==> src/hdl/usb_pd_message_decoder_defines.svh <==
// Assertion macros shared by the message decoder modules.
`ifndef USB_PD_MESSAGE_DECODER_DEFINES_SVH
`define USB_PD_MESSAGE_DECODER_DEFINES_SVH

// Each macro expects clk and arst_n in the scope where it is used.
`define UPD_ASSERT_ALWAYS(label, cond, msg) \
	label: assert property (@(posedge clk) disable iff (!arst_n) (cond)) else $error(msg);

`define UPD_ASSERT_IMPLIES(label, ante, cons, msg) \
	label: assert property (@(posedge clk) disable iff (!arst_n) (ante) |-> (cons)) \
		else $error(msg);

`define UPD_ASSERT_NEXT(label, ante, cons, msg) \
	label: assert property (@(posedge clk) disable iff (!arst_n) (ante) |=> (cons)) \
		else $error(msg);

`endif

==> src/hdl/upd_pkg.sv <==
// Types and constants of the USB PD message decoder.
`timescale 1ns / 1ps
package upd_pkg;

	localparam int unsigned NUM_CAPS = 7;

	typedef enum logic [1:0] {
		KIND_HEADER = 2'd0,
		KIND_OBJECT = 2'd1,
		KIND_SHORT  = 2'd2,
		KIND_END    = 2'd3
	} kind_t;

	localparam logic [3:0] CLS_FIXED     = 4'd0;
	localparam logic [3:0] CLS_BATTERY   = 4'd1;
	localparam logic [3:0] CLS_VARIABLE  = 4'd2;
	localparam logic [3:0] CLS_PPS       = 4'd3;
	localparam logic [3:0] CLS_APDO      = 4'd4;
	localparam logic [3:0] CLS_RDO_PPS   = 4'd5;
	localparam logic [3:0] CLS_RDO_VOLT  = 4'd6;
	localparam logic [3:0] CLS_RDO_CURR  = 4'd7;
	localparam logic [3:0] CLS_RAW       = 4'd8;

	localparam logic [4:0] MSG_SOURCE_CAP = 5'd1;
	localparam logic [4:0] MSG_REQUEST    = 5'd2;
	localparam logic [4:0] MSG_SINK_CAP   = 5'd4;

	localparam logic [1:0] SUPPLY_FIXED    = 2'd0;
	localparam logic [1:0] SUPPLY_BATTERY  = 2'd1;
	localparam logic [1:0] SUPPLY_VARIABLE = 2'd2;
	localparam logic [1:0] SUPPLY_APDO     = 2'd3;

	// One queue entry: up to one header or object result, then an optional end mark.
	typedef struct packed {
		logic        main_vld;
		logic        main_obj;
		logic [15:0] hdr;
		logic [31:0] word;
		logic [2:0]  idx;
		logic        end_vld;
		logic        end_short;
	} upd_entry_t;

	typedef struct packed {
		kind_t       kind;
		logic [4:0]  msg_type;
		logic        is_extended;
		logic        power_role;
		logic [2:0]  obj_count;
		logic [2:0]  obj_index;
		logic [3:0]  object_class;
		logic [15:0] volt_max_mv;
		logic [15:0] volt_min_mv;
		logic [17:0] amount;
		logic [31:0] raw_word;
	} upd_result_t;

endpackage

==> src/hdl/upd_front.sv <==
// Byte framing: header capture, word assembly and queue entry generation.
`timescale 1ns / 1ps
`include "usb_pd_message_decoder_defines.svh"
module upd_front import upd_pkg::*; (
	input  logic       clk,
	input  logic       arst_n,
	input  logic       accept,
	input  logic [7:0] byte_value,
	input  logic       end_of_packet,
	output upd_entry_t entry,
	output logic       entry_vld
);

	logic [4:0]  pos_q;
	logic [15:0] hdr_q;
	logic [23:0] word_q;
	logic [15:0] hdr_d;
	logic [23:0] word_d;
	logic [4:0]  rel;
	logic [2:0]  idx;

	assign rel = pos_q - 5'd2;
	assign idx = rel[4:2];

	always_comb begin
		entry = '0;
		hdr_d = hdr_q;
		word_d = word_q;
		if (pos_q == 5'd0) begin
			hdr_d = {8'h00, byte_value};
		end else if (pos_q == 5'd1) begin
			hdr_d = {byte_value, hdr_q[7:0]};
			entry.main_vld = 1'b1;
			entry.main_obj = 1'b0;
			entry.hdr = hdr_d;
		end else begin
			unique case (rel[1:0])
				2'd0: word_d = {16'h0000, byte_value};
				2'd1: word_d = word_q | {8'h00, byte_value, 8'h00};
				2'd2: word_d = word_q | {byte_value, 16'h0000};
				2'd3: begin
					word_d = '0;
					// Objects beyond the header count or NUM_CAPS, or in extended messages, are dropped.
					if (!hdr_q[15] && (idx < hdr_q[14:12]) && (idx < 3'(NUM_CAPS))) begin
						entry.main_vld = 1'b1;
						entry.main_obj = 1'b1;
						entry.hdr = hdr_q;
						entry.word = {byte_value, word_q};
						entry.idx = idx;
					end
				end
			endcase
		end
		entry.end_vld = end_of_packet;
		entry.end_short = (pos_q == 5'd0);
	end

	assign entry_vld = entry.main_vld || entry.end_vld;

	always_ff @(posedge clk or negedge arst_n) begin
		if (!arst_n) begin
			pos_q <= '0;
			hdr_q <= '0;
			word_q <= '0;
		end else if (accept) begin
			if (end_of_packet) begin
				pos_q <= '0;
				hdr_q <= '0;
				word_q <= '0;
			end else begin
				if (pos_q != 5'd31) begin
					pos_q <= pos_q + 5'd1;
				end
				hdr_q <= hdr_d;
				word_q <= word_d;
			end
		end
	end

	`UPD_ASSERT_NEXT(a_eop_clears, accept && end_of_packet, pos_q == 5'd0 && word_q == 24'd0, "packet end did not clear framing state")

endmodule

==> src/hdl/upd_queue.sv <==
// Short first-in first-out queue between the framing and decoding parts.
`timescale 1ns / 1ps
`include "usb_pd_message_decoder_defines.svh"
module upd_queue import upd_pkg::*; #(
	parameter int unsigned DEPTH = 4
) (
	input  logic       clk,
	input  logic       arst_n,
	input  logic       push,
	input  upd_entry_t push_data,
	input  logic       pop,
	output upd_entry_t head,
	output logic       full,
	output logic       empty
);

	localparam int unsigned PTR_W = (DEPTH > 1) ? $clog2(DEPTH) : 1;
	localparam int unsigned CNT_W = $clog2(DEPTH + 1);

	upd_entry_t         mem_q [DEPTH];
	logic [PTR_W-1:0]   wr_ptr_q;
	logic [PTR_W-1:0]   rd_ptr_q;
	logic [CNT_W-1:0]   count_q;

	assign full = (count_q == CNT_W'(DEPTH));
	assign empty = (count_q == '0);
	assign head = mem_q[rd_ptr_q];

	always_ff @(posedge clk) begin
		if (push) begin
			mem_q[wr_ptr_q] <= push_data;
		end
	end

	always_ff @(posedge clk or negedge arst_n) begin
		if (!arst_n) begin
			wr_ptr_q <= '0;
			rd_ptr_q <= '0;
			count_q <= '0;
		end else begin
			if (push) begin
				wr_ptr_q <= (wr_ptr_q == PTR_W'(DEPTH - 1)) ? '0 : wr_ptr_q + PTR_W'(1);
			end
			if (pop) begin
				rd_ptr_q <= (rd_ptr_q == PTR_W'(DEPTH - 1)) ? '0 : rd_ptr_q + PTR_W'(1);
			end
			if (push && !pop) begin
				count_q <= count_q + CNT_W'(1);
			end else if (pop && !push) begin
				count_q <= count_q - CNT_W'(1);
			end
		end
	end

	`UPD_ASSERT_ALWAYS(a_count_bound, count_q <= CNT_W'(DEPTH), "queue count exceeds depth")
	`UPD_ASSERT_NEXT(a_count_grows, push && !pop, count_q == $past(count_q) + CNT_W'(1), "queue count did not follow a lone write")

endmodule

==> src/hdl/upd_back.sv <==
// Object decoding, source capability cache and the result register.
`timescale 1ns / 1ps
`include "usb_pd_message_decoder_defines.svh"
module upd_back import upd_pkg::*; (
	input  logic        clk,
	input  logic        arst_n,
	input  upd_entry_t  head,
	input  logic        head_vld,
	output logic        q_pop,
	input  logic        pop,
	output logic        empty,
	output upd_result_t result
);

	logic [31:0] cache_q [NUM_CAPS];
	logic [2:0]  cap_q;
	logic        phase_q;
	logic        out_vld_q;
	upd_result_t res_q;
	upd_result_t res_d;

	logic        emit_main;
	logic        last;
	logic        advance;
	logic        is_src_cap;
	logic        clear_caps;
	logic [31:0] w;
	logic [2:0]  rdo_pos;
	logic        found;
	logic [31:0] src;
	logic        src_pps;

	assign emit_main = head.main_vld && !phase_q;
	assign last = !(emit_main && head.end_vld);
	assign advance = head_vld && (!out_vld_q || pop);
	assign q_pop = advance && last;
	assign w = head.word;
	assign is_src_cap = (head.hdr[4:0] == MSG_SOURCE_CAP);
	assign clear_caps = !head.hdr[15] && (head.hdr[14:12] != 3'd0) && is_src_cap;

	assign rdo_pos = w[30:28];
	assign found = (rdo_pos != 3'd0) && (rdo_pos <= cap_q);
	assign src = found ? cache_q[rdo_pos - 3'd1] : '0;
	assign src_pps = (src[31:30] == SUPPLY_APDO) && (src[29:28] == 2'd0);

	always_comb begin
		res_d = '0;
		if (emit_main) begin
			res_d.msg_type = head.hdr[4:0];
			res_d.is_extended = head.hdr[15];
			res_d.power_role = head.hdr[8];
			res_d.obj_count = head.hdr[14:12];
			if (!head.main_obj) begin
				res_d.kind = KIND_HEADER;
				res_d.raw_word = {16'h0000, head.hdr};
			end else begin
				res_d.kind = KIND_OBJECT;
				res_d.obj_index = head.idx + 3'd1;
				res_d.raw_word = w;
				res_d.object_class = CLS_RAW;
				if (is_src_cap || head.hdr[4:0] == MSG_SINK_CAP) begin
					unique case (w[31:30])
						SUPPLY_FIXED: begin
							res_d.object_class = CLS_FIXED;
							res_d.volt_max_mv = 16'(w[19:10]) * 16'd50;
							res_d.amount = 18'(w[9:0]) * 18'd10;
						end
						SUPPLY_BATTERY: begin
							res_d.object_class = CLS_BATTERY;
							res_d.volt_max_mv = 16'(w[29:20]) * 16'd50;
							res_d.volt_min_mv = 16'(w[19:10]) * 16'd50;
							res_d.amount = 18'(w[9:0]) * 18'd250;
						end
						SUPPLY_VARIABLE: begin
							res_d.object_class = CLS_VARIABLE;
							res_d.volt_max_mv = 16'(w[29:20]) * 16'd50;
							res_d.volt_min_mv = 16'(w[19:10]) * 16'd50;
							res_d.amount = 18'(w[9:0]) * 18'd10;
						end
						SUPPLY_APDO: begin
							if (w[29:28] == 2'd0) begin
								res_d.object_class = CLS_PPS;
								res_d.volt_max_mv = 16'(w[24:17]) * 16'd100;
								res_d.volt_min_mv = 16'(w[15:8]) * 16'd100;
								res_d.amount = 18'(w[6:0]) * 18'd50;
							end else begin
								res_d.object_class = CLS_APDO;
							end
						end
					endcase
				end else if (head.hdr[4:0] == MSG_REQUEST) begin
					// The source object that the request points to selects the layout.
					if (found && src_pps) begin
						res_d.object_class = CLS_RDO_PPS;
						res_d.volt_max_mv = 16'(w[19:9]) * 16'd20;
						res_d.amount = 18'(w[6:0]) * 18'd50;
					end else begin
						res_d.object_class = CLS_RDO_CURR;
						res_d.amount = 18'(w[19:10]) * 18'd10;
						if (found && (src[31:30] == SUPPLY_FIXED || src[31:30] == SUPPLY_VARIABLE)
								&& (src[19:10] != 10'd0)) begin
							res_d.object_class = CLS_RDO_VOLT;
							res_d.volt_max_mv = 16'(src[19:10]) * 16'd50;
						end
					end
				end
			end
		end else begin
			res_d.kind = head.end_short ? KIND_SHORT : KIND_END;
		end
	end

	always_ff @(posedge clk) begin
		if (advance && emit_main && head.main_obj && is_src_cap) begin
			cache_q[head.idx] <= w;
		end
	end

	always_ff @(posedge clk) begin
		if (advance) begin
			res_q <= res_d;
		end
	end

	always_ff @(posedge clk or negedge arst_n) begin
		if (!arst_n) begin
			cap_q <= '0;
			phase_q <= 1'b0;
			out_vld_q <= 1'b0;
		end else begin
			if (advance) begin
				out_vld_q <= 1'b1;
				phase_q <= !last;
				if (emit_main && !head.main_obj && clear_caps) begin
					cap_q <= '0;
				end else if (emit_main && head.main_obj && is_src_cap) begin
					cap_q <= head.idx + 3'd1;
				end
			end else if (pop) begin
				out_vld_q <= 1'b0;
			end
		end
	end

	assign empty = !out_vld_q;
	assign result = res_q;

	`UPD_ASSERT_IMPLIES(a_phase_has_end, phase_q, head_vld && head.main_vld && head.end_vld, "second transfer pending without a two-result entry")
	`UPD_ASSERT_NEXT(a_cap_tracks, advance && emit_main && head.main_obj && is_src_cap, cap_q == $past(head.idx) + 3'd1, "capability count not updated")

endmodule

==> src/hdl/usb_pd_message_decoder.sv <==
// USB PD message decoder: one byte per cycle in unless full, decoded results out.
// Each result passes through the queue and the result register to the output ports.
// Throughput: one byte per cycle while the queue is not full; a byte that ends a packet
// and also completes a header or object gives two results, sent one after the other.
// The queue between framing and decode absorbs the extra result and output stalls.
// Reset clears framing, queue and capability count; cached objects hold no reset value.
`timescale 1ns / 1ps
module usb_pd_message_decoder import upd_pkg::*; #(
	parameter int unsigned QUEUE_DEPTH = 4
) (
	input  logic        clk,
	input  logic        arst_n,
	input  logic        push,
	output logic        full,
	input  logic [7:0]  byte_value,
	input  logic        end_of_packet,
	output logic        empty,
	input  logic        pop,
	output logic [1:0]  result_kind,
	output logic [4:0]  msg_type,
	output logic        is_extended,
	output logic        power_role,
	output logic [2:0]  obj_count,
	output logic [2:0]  obj_index,
	output logic [3:0]  object_class,
	output logic [15:0] volt_max_mv,
	output logic [15:0] volt_min_mv,
	output logic [17:0] amount,
	output logic [31:0] raw_word
);

	logic        accept;
	upd_entry_t  entry;
	logic        entry_vld;
	upd_entry_t  head;
	logic        q_empty;
	logic        q_pop;
	upd_result_t result;

	assign accept = push && !full;

	upd_front u_front (
		.clk           (clk),
		.arst_n        (arst_n),
		.accept        (accept),
		.byte_value    (byte_value),
		.end_of_packet (end_of_packet),
		.entry         (entry),
		.entry_vld     (entry_vld)
	);

	upd_queue #(
		.DEPTH (QUEUE_DEPTH)
	) u_queue (
		.clk       (clk),
		.arst_n    (arst_n),
		.push      (accept && entry_vld),
		.push_data (entry),
		.pop       (q_pop),
		.head      (head),
		.full      (full),
		.empty     (q_empty)
	);

	upd_back u_back (
		.clk      (clk),
		.arst_n   (arst_n),
		.head     (head),
		.head_vld (!q_empty),
		.q_pop    (q_pop),
		.pop      (pop),
		.empty    (empty),
		.result   (result)
	);

	assign result_kind  = result.kind;
	assign msg_type     = result.msg_type;
	assign is_extended  = result.is_extended;
	assign power_role   = result.power_role;
	assign obj_count    = result.obj_count;
	assign obj_index    = result.obj_index;
	assign object_class = result.object_class;
	assign volt_max_mv  = result.volt_max_mv;
	assign volt_min_mv  = result.volt_min_mv;
	assign amount       = result.amount;
	assign raw_word     = result.raw_word;

endmodule
==> config.mk <==
export PLATFORM = sky130hd
export DESIGN_NAME = usb_pd_message_decoder
export DESIGN_NICKNAME = d
export VERILOG_FILES = /design/src/hdl/upd_pkg.sv /design/src/hdl/upd_front.sv /design/src/hdl/upd_queue.sv /design/src/hdl/upd_back.sv /design/src/hdl/usb_pd_message_decoder.sv
export VERILOG_INCLUDE_DIRS = /design/src /design/src/hdl
export SDC_FILE = /design/constraint.sdc
export NUM_CORES = 1
export LEC_CHECK = 0
export BUFFER_PORTS_ARGS = -buffer_cell sky130_fd_sc_hd__buf_2
export CAP_MARGIN = 25
export CORE_MARGIN = 1.5
export CORE_UTILIZATION = 43
export DETAILED_ROUTE_END_ITERATION = 8
export GPL_TIMING_DRIVEN = 0
export PLACE_DENSITY = 0.68
export SETUP_SLACK_MARGIN = 0.2
export SLEW_MARGIN = 10
export SYNTH_ARGS = -nofsm -noshare
export SYNTH_HDL_FRONTEND = slang
export SYNTH_SLANG_ARGS = --single-unit
==> constraint.sdc <==
create_clock -name clk -period 16.85 [get_ports clk]
set_input_delay 0.8425 -clock clk [delete_from_list [all_inputs] [get_ports clk]]
set_output_delay 0.8425 -clock clk [all_outputs]
set_load 0.005 [all_outputs]
==> results.cfg, run 1 <==
[placed_design]
numPortBuffers = 112
gp_congestion = 0.934
dp.final_hpwl_mm = 49.5

[clock_tree]
clk_pin_slew_ns = 0.06
clk_latency_ns = 0.62
cts_tree = done
cts-hold-fix-buffers = 0
cts_setup_buffers = 0
cts_made_buffers = 48
cts_resized = 0
clock_sinks = 473
cts.path.max_buffers = 3
ctsRootBufferMaster = clkbuf_16
h-tree-depth = 2

[floorplan]
die_area_mm2 = 0.0632
core.rowCount = 90
die_h_um = 251
core_mm2 = 0.0607
initial_core_util_pct = 43.7
io_pins = 116
die_w_um = 251

[detailed_routing]
wl_mm = 67.6
viasPerCell = 5.66
detail_route.first_pass.iterations = 7
drt_iter0_markers = 1312
vias = 17137
wl_per_cell_um = 22.3
drc = 0
drtAntennaViolNets = 0

[timing]
finalSetupTns_ns = 0
slew_headroom_pct = 26.3
drv_slew = 0
period_needed_ns = 9.18
setup_viol = 0
rsz0062_at_grt = false
finalCritPeriodShare_pct = 54.5
report.final.hold_viol_count = 0
max_freq_ghz = 0.109
fin_skew_ns = 0.0432
worst_pin_slew_ns = 1.10

[yosys]
synth_area_per_cell_um2 = 13.1
synth.distinct_cells = 83
synth-edff-count = 416
synth_warnings = 0
seq_area_frac_synth_pct = 52.5
synthesis.area_mm2 = 0.0265
synth_seq_cells = 473
syn_inst = 2030
async_flop_share_pct = 12.1
synthFlopType = edfxtp_1

[critical_path]
rr_startpoint = u_queue.rd_ptr_q[1]$_DFFE_PN0P_
cp.arrival_ns = 9.52
path_class = reg2reg
crit_required_ns = 17.19
crit_path_start = u_queue.rd_ptr_q[1]$_DFFE_PN0P_
critPathMaxFanout = 11
crit_path_end_kind = register
worstSetupStartpointType = register

[global_routing]
gr-usage-all-layers_pct = 21.6
grt_overflow = 0
grt_max_degree = 58
grt_pass1_vias = 17368
antenna_found_initial = 1
grt_pass1_wl_mm = 103

[run]
max_cap_viol_count = 0

[cells_and_area]
regArea_mm2 = 0.0139
antenna-diode-count = 0
multiInputGateArea_mm2 = 0.0117
areaGrowthSynthToFinish_pct = 12.8
drive_gt1_share_pct = 14.0
nets = 2545
num-fill-cells = 5110
postLayoutCoreUtil_pct = 49.3

[run_status]
status = finished, final reports clean

[hold_path]
hp-class = in2async
-- path summary, 6_finish.rpt --
| path | to | slack [ns] | depth (start not counted) |
|---|---|---|---|
| setup / recovery | u_back.result[81]$_SDFFCE_PN0P_ | 7.67 | 25 |
| hold reg to reg | u_front.word_q[15]$_DFFE_PN0P_ | 0.49 | 2 |
| max in group asynchronous | u_back.cap_q[1]$_DFFE_PN0P_ | 16.00 | 1 |
| hold / removal | u_front.hdr_q[10]$_DFFE_PN0P_ | 0.31 | 1 |
| min in group clk | u_back.out_vld_q$_DFFE_PN0P_ | 0.41 | 2 |
| setup reg to reg | u_back.result[81]$_SDFFCE_PN0P_ | 7.67 | 25 |
-- routing by layer --
metal | wire, um | GRT usage (%) | part of all wire, %
met1 | 28400 | 28.2 | 42
met2 | 32900 | 36.6 | 49
met4 | 1900 | 7.01 | 2.8
met5 | 7 | 0 | 0.010
met3 | 4360 | 3.71 | 6.5
-- flip-flops by register name (all words and copies together) (netlist names), 2 cells and up --
| name | count |
|---|---|
| u_queue.wr_ptr_q | 2 |
| u_queue.mem_q | 220 |
| u_back.cap_q | 3 |
| u_front.hdr_q | 16 |
| u_back.result | 98 |
| u_queue.rd_ptr_q | 2 |
| u_queue.count_q | 3 |
| u_front.word_q | 24 |
| u_front.pos_q | 5 |
| u_back.cache_q | 98 |
-- synthesized netlist by cell type, drive strengths merged (43+ instances only) --
master	number	area share [%]
a21oi	87	1.6
edfxtp	416	47
nor2	151	2.2
dfrtp	57	5.4
ha	265	12
inv	188	2.7
and2	50	1.2
o21ai	54	1.0
nor3	47	0.93
fa	57	4.3
mux4	64	5.4
nand2	97	1.4
xnor2	43	1.4
-- worst max-delay path, stage by stage, from the launching register on --
cell,delay (ns)
dfrtp_1,0.35
clkbuf_1,0.35
buf_2,0.38
buf_2,0.38
buf_2,0.35
buf_1,0.66
mux4_2,0.55
inv_1,0.17
ha_1,0.48
inv_1,0.18
clkbuf_1,0.50
nor2_1,0.15
a2111oi_0,0.80
nand2b_1,0.28
nor2_1,0.08
mux2_2,0.27
ha_1,0.32
fa_1,0.47
ha_1,0.36
nor2b_1,0.16
o31a_1,0.25
o21ai_0,0.22
a21oi_1,0.16
or4_1,0.47
and3_1,0.18
a221o_1,0.36
-- area by class of cell --
cell class,count,area share [%]
plain buffers,63,0.953
clock buffers,58,4.14
well taps,782,3.27
repair buffers,128,2.73
multi-input cells,1308,39.0
inverters,188,2.37
flip-flops and latches,473,46.5
clock inverters,30,1.10
-- placed cells by master, fill, tap and decap left out, types with 14 or more instances in the layout --
cell type / synthesis / routed
nor2_1: 149 / 147
nor3_1: 46 / 44
fa_1: 57 / 57
mux4_2: 64 / 64
buf_2: 11 / 123
ha_1: 265 / 265
nor2b_1: 23 / 23
clkbuf_1: 40 / 49
mux2i_1: 40 / 40
dfrtp_1: 57 / 57
o22ai_1: 16 / 16
xnor2_1: 43 / 43
o21ai_0: 49 / 49
nand2_1: 96 / 96
nand3_1: 24 / 24
inv_1: 187 / 187
a221o_1: 14 / 14
a21oi_1: 87 / 86
edfxtp_1: 416 / 416
clkbuf_16: 0 / 48
nand2b_1: 24 / 24
a22o_1: 26 / 26
xor2_1: 35 / 35
and2_1: 50 / 46
-- cells by family after synthesis --
logic type | count (synthesis) | share of synthesized area, %
fa+ha+maj | 322 | 16.8
buf+inv | 251 | 3.74
simple gates | 464 | 8.49
flops | 473 | 52.5
compound gates | 326 | 8.46
mux | 115 | 7.47
xor+xnor | 78 | 2.57
other cells | 1 | 0.0141
-- through the flow --
step	setup slack (ns)	hold WS [ns]	std cells	cell area, um^2
2_1_floorplan	8.76	0.451	2032	26500
4_1_cts	7.63	0.315	3027	29900
6_report	7.67	0.307	3030	29900
5_1_grt	7.18	0.356	3030	29900
3_5_place_dp	7.67	0.475	2939	28400
3_3_place_gp	4.44	0.467	2926	28100
Power of run 1 is not shown: default switching activity piles up to over one toggle a cycle in this logic, so the estimate is an artifact.
==> inputs of run 2 (changes only) <==
--- a/config.mk
+++ b/config.mk
@@ -6,6 +6,7 @@
 export SDC_FILE = /design/constraint.sdc
 export NUM_CORES = 1
 export LEC_CHECK = 0
+export ABC_AREA = 1
 export BUFFER_PORTS_ARGS = -buffer_cell sky130_fd_sc_hd__buf_2
 export CAP_MARGIN = 25
 export CORE_MARGIN = 1.5
==> constraint.sdc (replaced) <==
create_clock -name clk -period 8.75 [get_ports clk]
set_input_delay 0.4375 -clock clk [delete_from_list [all_inputs] [get_ports clk]]
set_output_delay 0.4375 -clock clk [all_outputs]
set_load 0.005 [all_outputs]
==> run 2 against run 1 <==
  * Global-route usage is 0.37 points higher
  * Maximum frequency increased by 17%
  * Die area up 3.2%
  * Sequential cell count unchanged
  * Clock skew increased by 0.0033 ns
  * Area after synthesis is 3.2% higher
  * Synthesized cell count increased by 34%
==> results.cfg, run 2 <==
[run_status]
status = finished, final reports clean

[cells_and_area]
layout_common_cells = 561 x nand2_1, 416 x edfxtp_1, 361 x inv_1
nets = 3246
drive_gt1_share_pct = 10.5
areaGrowthSynthToFinish_pct = 13.9
final_common_cell = nand2_1
largest_reg_flops = 220
num-fill-cells = 5741
largest_register = u_queue.mem_q

[global_routing]
grt_pass1_vias = 19041
grt_overflow = 0
grt_max_degree = 58
grt_pass1_wl_mm = 110
gr-usage-all-layers_pct = 21.9
antenna_found_initial = 1

[detailed_routing]
vias = 19829
route.met2.wl_mm = 33.9
top_layer = met4
drtAntennaViolNets = 0
wl_met1_mm = 30.6
drc = 0
wl_per_cell_um = 18.9
viasPerCell = 5.23
detail_route.first_pass.iterations = 5
wl_mm = 71.8
drt_iter0_markers = 1707
route.met3.wl_mm = 5.10

[timing]
rsz0062_at_grt = false
report.final.hold_viol_count = 0
max_freq_ghz = 0.127
setup_viol = 0
worst_pin_slew_ns = 1.33
fin_skew_ns = 0.0465
drv_slew = 0
finalSetupTns_ns = 0
finalCritPeriodShare_pct = 89.9
fin_ws_ns = 0.888
slew_headroom_pct = 11.5
period_needed_ns = 7.86

[clock_tree]
h-tree-depth = 2
cts_tree = done
cts.path.max_buffers = 3
clk_latency_ns = 0.62
cts_setup_buffers = 0
cts_made_buffers = 48
ctsRootBufferMaster = clkbuf_16
clock_sinks = 473
clk_pin_slew_ns = 0.06

[critical_path]
crit_required_ns = 9.08
slowest_delay_ns = 0.50
critPathMaxFanout = 11
path_class = reg2reg
crit_top_cell = nand2_1
crit_path_end_kind = register
worstSetupStartpointType = register
cp_slowest_cell = buf_1
cp.arrival_ns = 8.20

[placed_design]
dpl_worst_slack_ns = 0.230
dp.final_hpwl_mm = 54.8
numPortBuffers = 112
gp_congestion = 0.959

[floorplan]
die_h_um = 255
die_area_mm2 = 0.0652
core_mm2 = 0.0630
die_w_um = 255
core.rowCount = 92
initial_core_util_pct = 43.5
io_pins = 116

[yosys]
netlist.area_leader.share_pct = 45.6
synth_top_cell_by_area = edfxtp_1
synth_area_per_cell_um2 = 10.1
async_flop_share_pct = 12.1
syn_inst = 2721
synth_warnings = 0
synthesis.area_mm2 = 0.0274
synthFlopType = edfxtp_1
synth_seq_cells = 473
synth_area_leaders = edfxtp_1 46%, ha_1 12%, nand2_1 7.7%
synth.distinct_cells = 54
ys_top_cells_by_count = 561 x nand2_1, 416 x edfxtp_1, 361 x inv_1, 265 x ha_1, 201 x nor2_1
seq_area_frac_synth_pct = 50.8
synth_most_common_cell = nand2_1
synth-edff-count = 416

[run]
max_cap_viol_count = 0

[hold_path]
hp-class = in2reg
## run 2: cell count changes in the layout (fill, tap and decap cells not counted), moves of 22 or more
cell,delta
mux4_2,-64
and2_1,-46
nand2_1,+465
xnor2_1,-26
a21oi_1,+55
inv_1,+174
o21ai_0,+80
nor2b_1,-23
a22o_1,-26
mux2i_1,-40
nand3_1,+133
nor2_1,+44
nand2b_1,-24
nor3_1,-22
## run 2: layout make-up
type	count	area, um^2	share of cell area [%]
Sequential cell	473	13900	44.6
Multi-Input combinational cell	1802	11800	37.9
Inverter	372	1400	4.50
Clock buffer	64	1280	4.11
Tap cell	846	1060	3.39
Timing Repair Buffer	140	1020	3.26
Buffer	74	394	1.26
Clock inverter	22	297	0.951
Antenna cell	1	2.50	0.00802
## run 2: worst paths after layout
path                                                       from                               to  slack (ns)  depth (start not counted)
worst max-delay path            u_queue.rd_ptr_q[0]$_DFFE_PN0P_  u_back.result[79]$_SDFFCE_PN0P_        0.89                         32
worst min-delay path                              byte_value[0]    u_front.word_q[8]$_DFFE_PN0P_        0.15                          3
worst max register to register  u_queue.rd_ptr_q[0]$_DFFE_PN0P_  u_back.result[79]$_SDFFCE_PN0P_        0.89                         32
worst min register to register      u_back.cap_q[2]$_DFFE_PN0P_      u_back.cap_q[2]$_DFFE_PN0P_        0.47                          2
max in group asynchronous                                arst_n      u_back.cap_q[0]$_DFFE_PN0P_        7.79                          2
min in group asynchronous                                arst_n     u_front.pos_q[2]$_DFFE_PN0P_        0.43                          2
## run 2: logic make-up (layout without fill, tap and decap cells)
family / count (synthesis) / after routing / share of synthesized area [%]
AO/OA/AOI/OAI: 417 / 417 / 8.89
XOR/XNOR: 57 / 57 / 1.82
adder cells (fa/ha/maj): 322 / 322 / 16.3
buffers and inverters: 448 / 672 / 6.59
flip-flops: 473 / 473 / 50.8
other: 1 / 4 / 0.0137
AND/OR/NAND/NOR: 1003 / 1003 / 15.6
## run 2: per-stage QoR
stage	utilization [%]	std cells	hold slack, ns	cell area, um^2
2_1_floorplan	-	2723	0.142	27400
3_3_place_gp	46.1	3681	0.460	29000
3_5_place_dp	47.0	3707	0.460	29600
4_1_cts	49.5	3795	0.130	31200
5_1_grt	49.5	3793	0.149	31200
6_report	49.5	3794	0.149	31200
## run 2: layer usage
layer  up-vias  GRT usage (%)
li1       9652              -
met1      9404           29.1
met2       664           36.7
met3       109           3.32
met4         0           7.24
met5         -              0
## run 2: worst max-delay path: cells and delay by family (launching register included)
family	cells	cell delay, ns
AO/OA/AOI/OAI	4	1.22
AND/OR/NAND/NOR	9	1.03
buffers and inverters	13	2.90
adder cells (fa/ha/maj)	5	1.76
flip-flops	1	0.46
XOR/XNOR	1	0.17
## run 2: timing repair
item / 4_1_cts / 5_1_grt
setup endpoints to repair: 2 / 7
pin swaps: 0 / 0
hold buffers: 2 / 0
gates resized for setup: 1 / 1
hold endpoints to repair: 58 / 0
Power of run 2 is left out for the same reason.
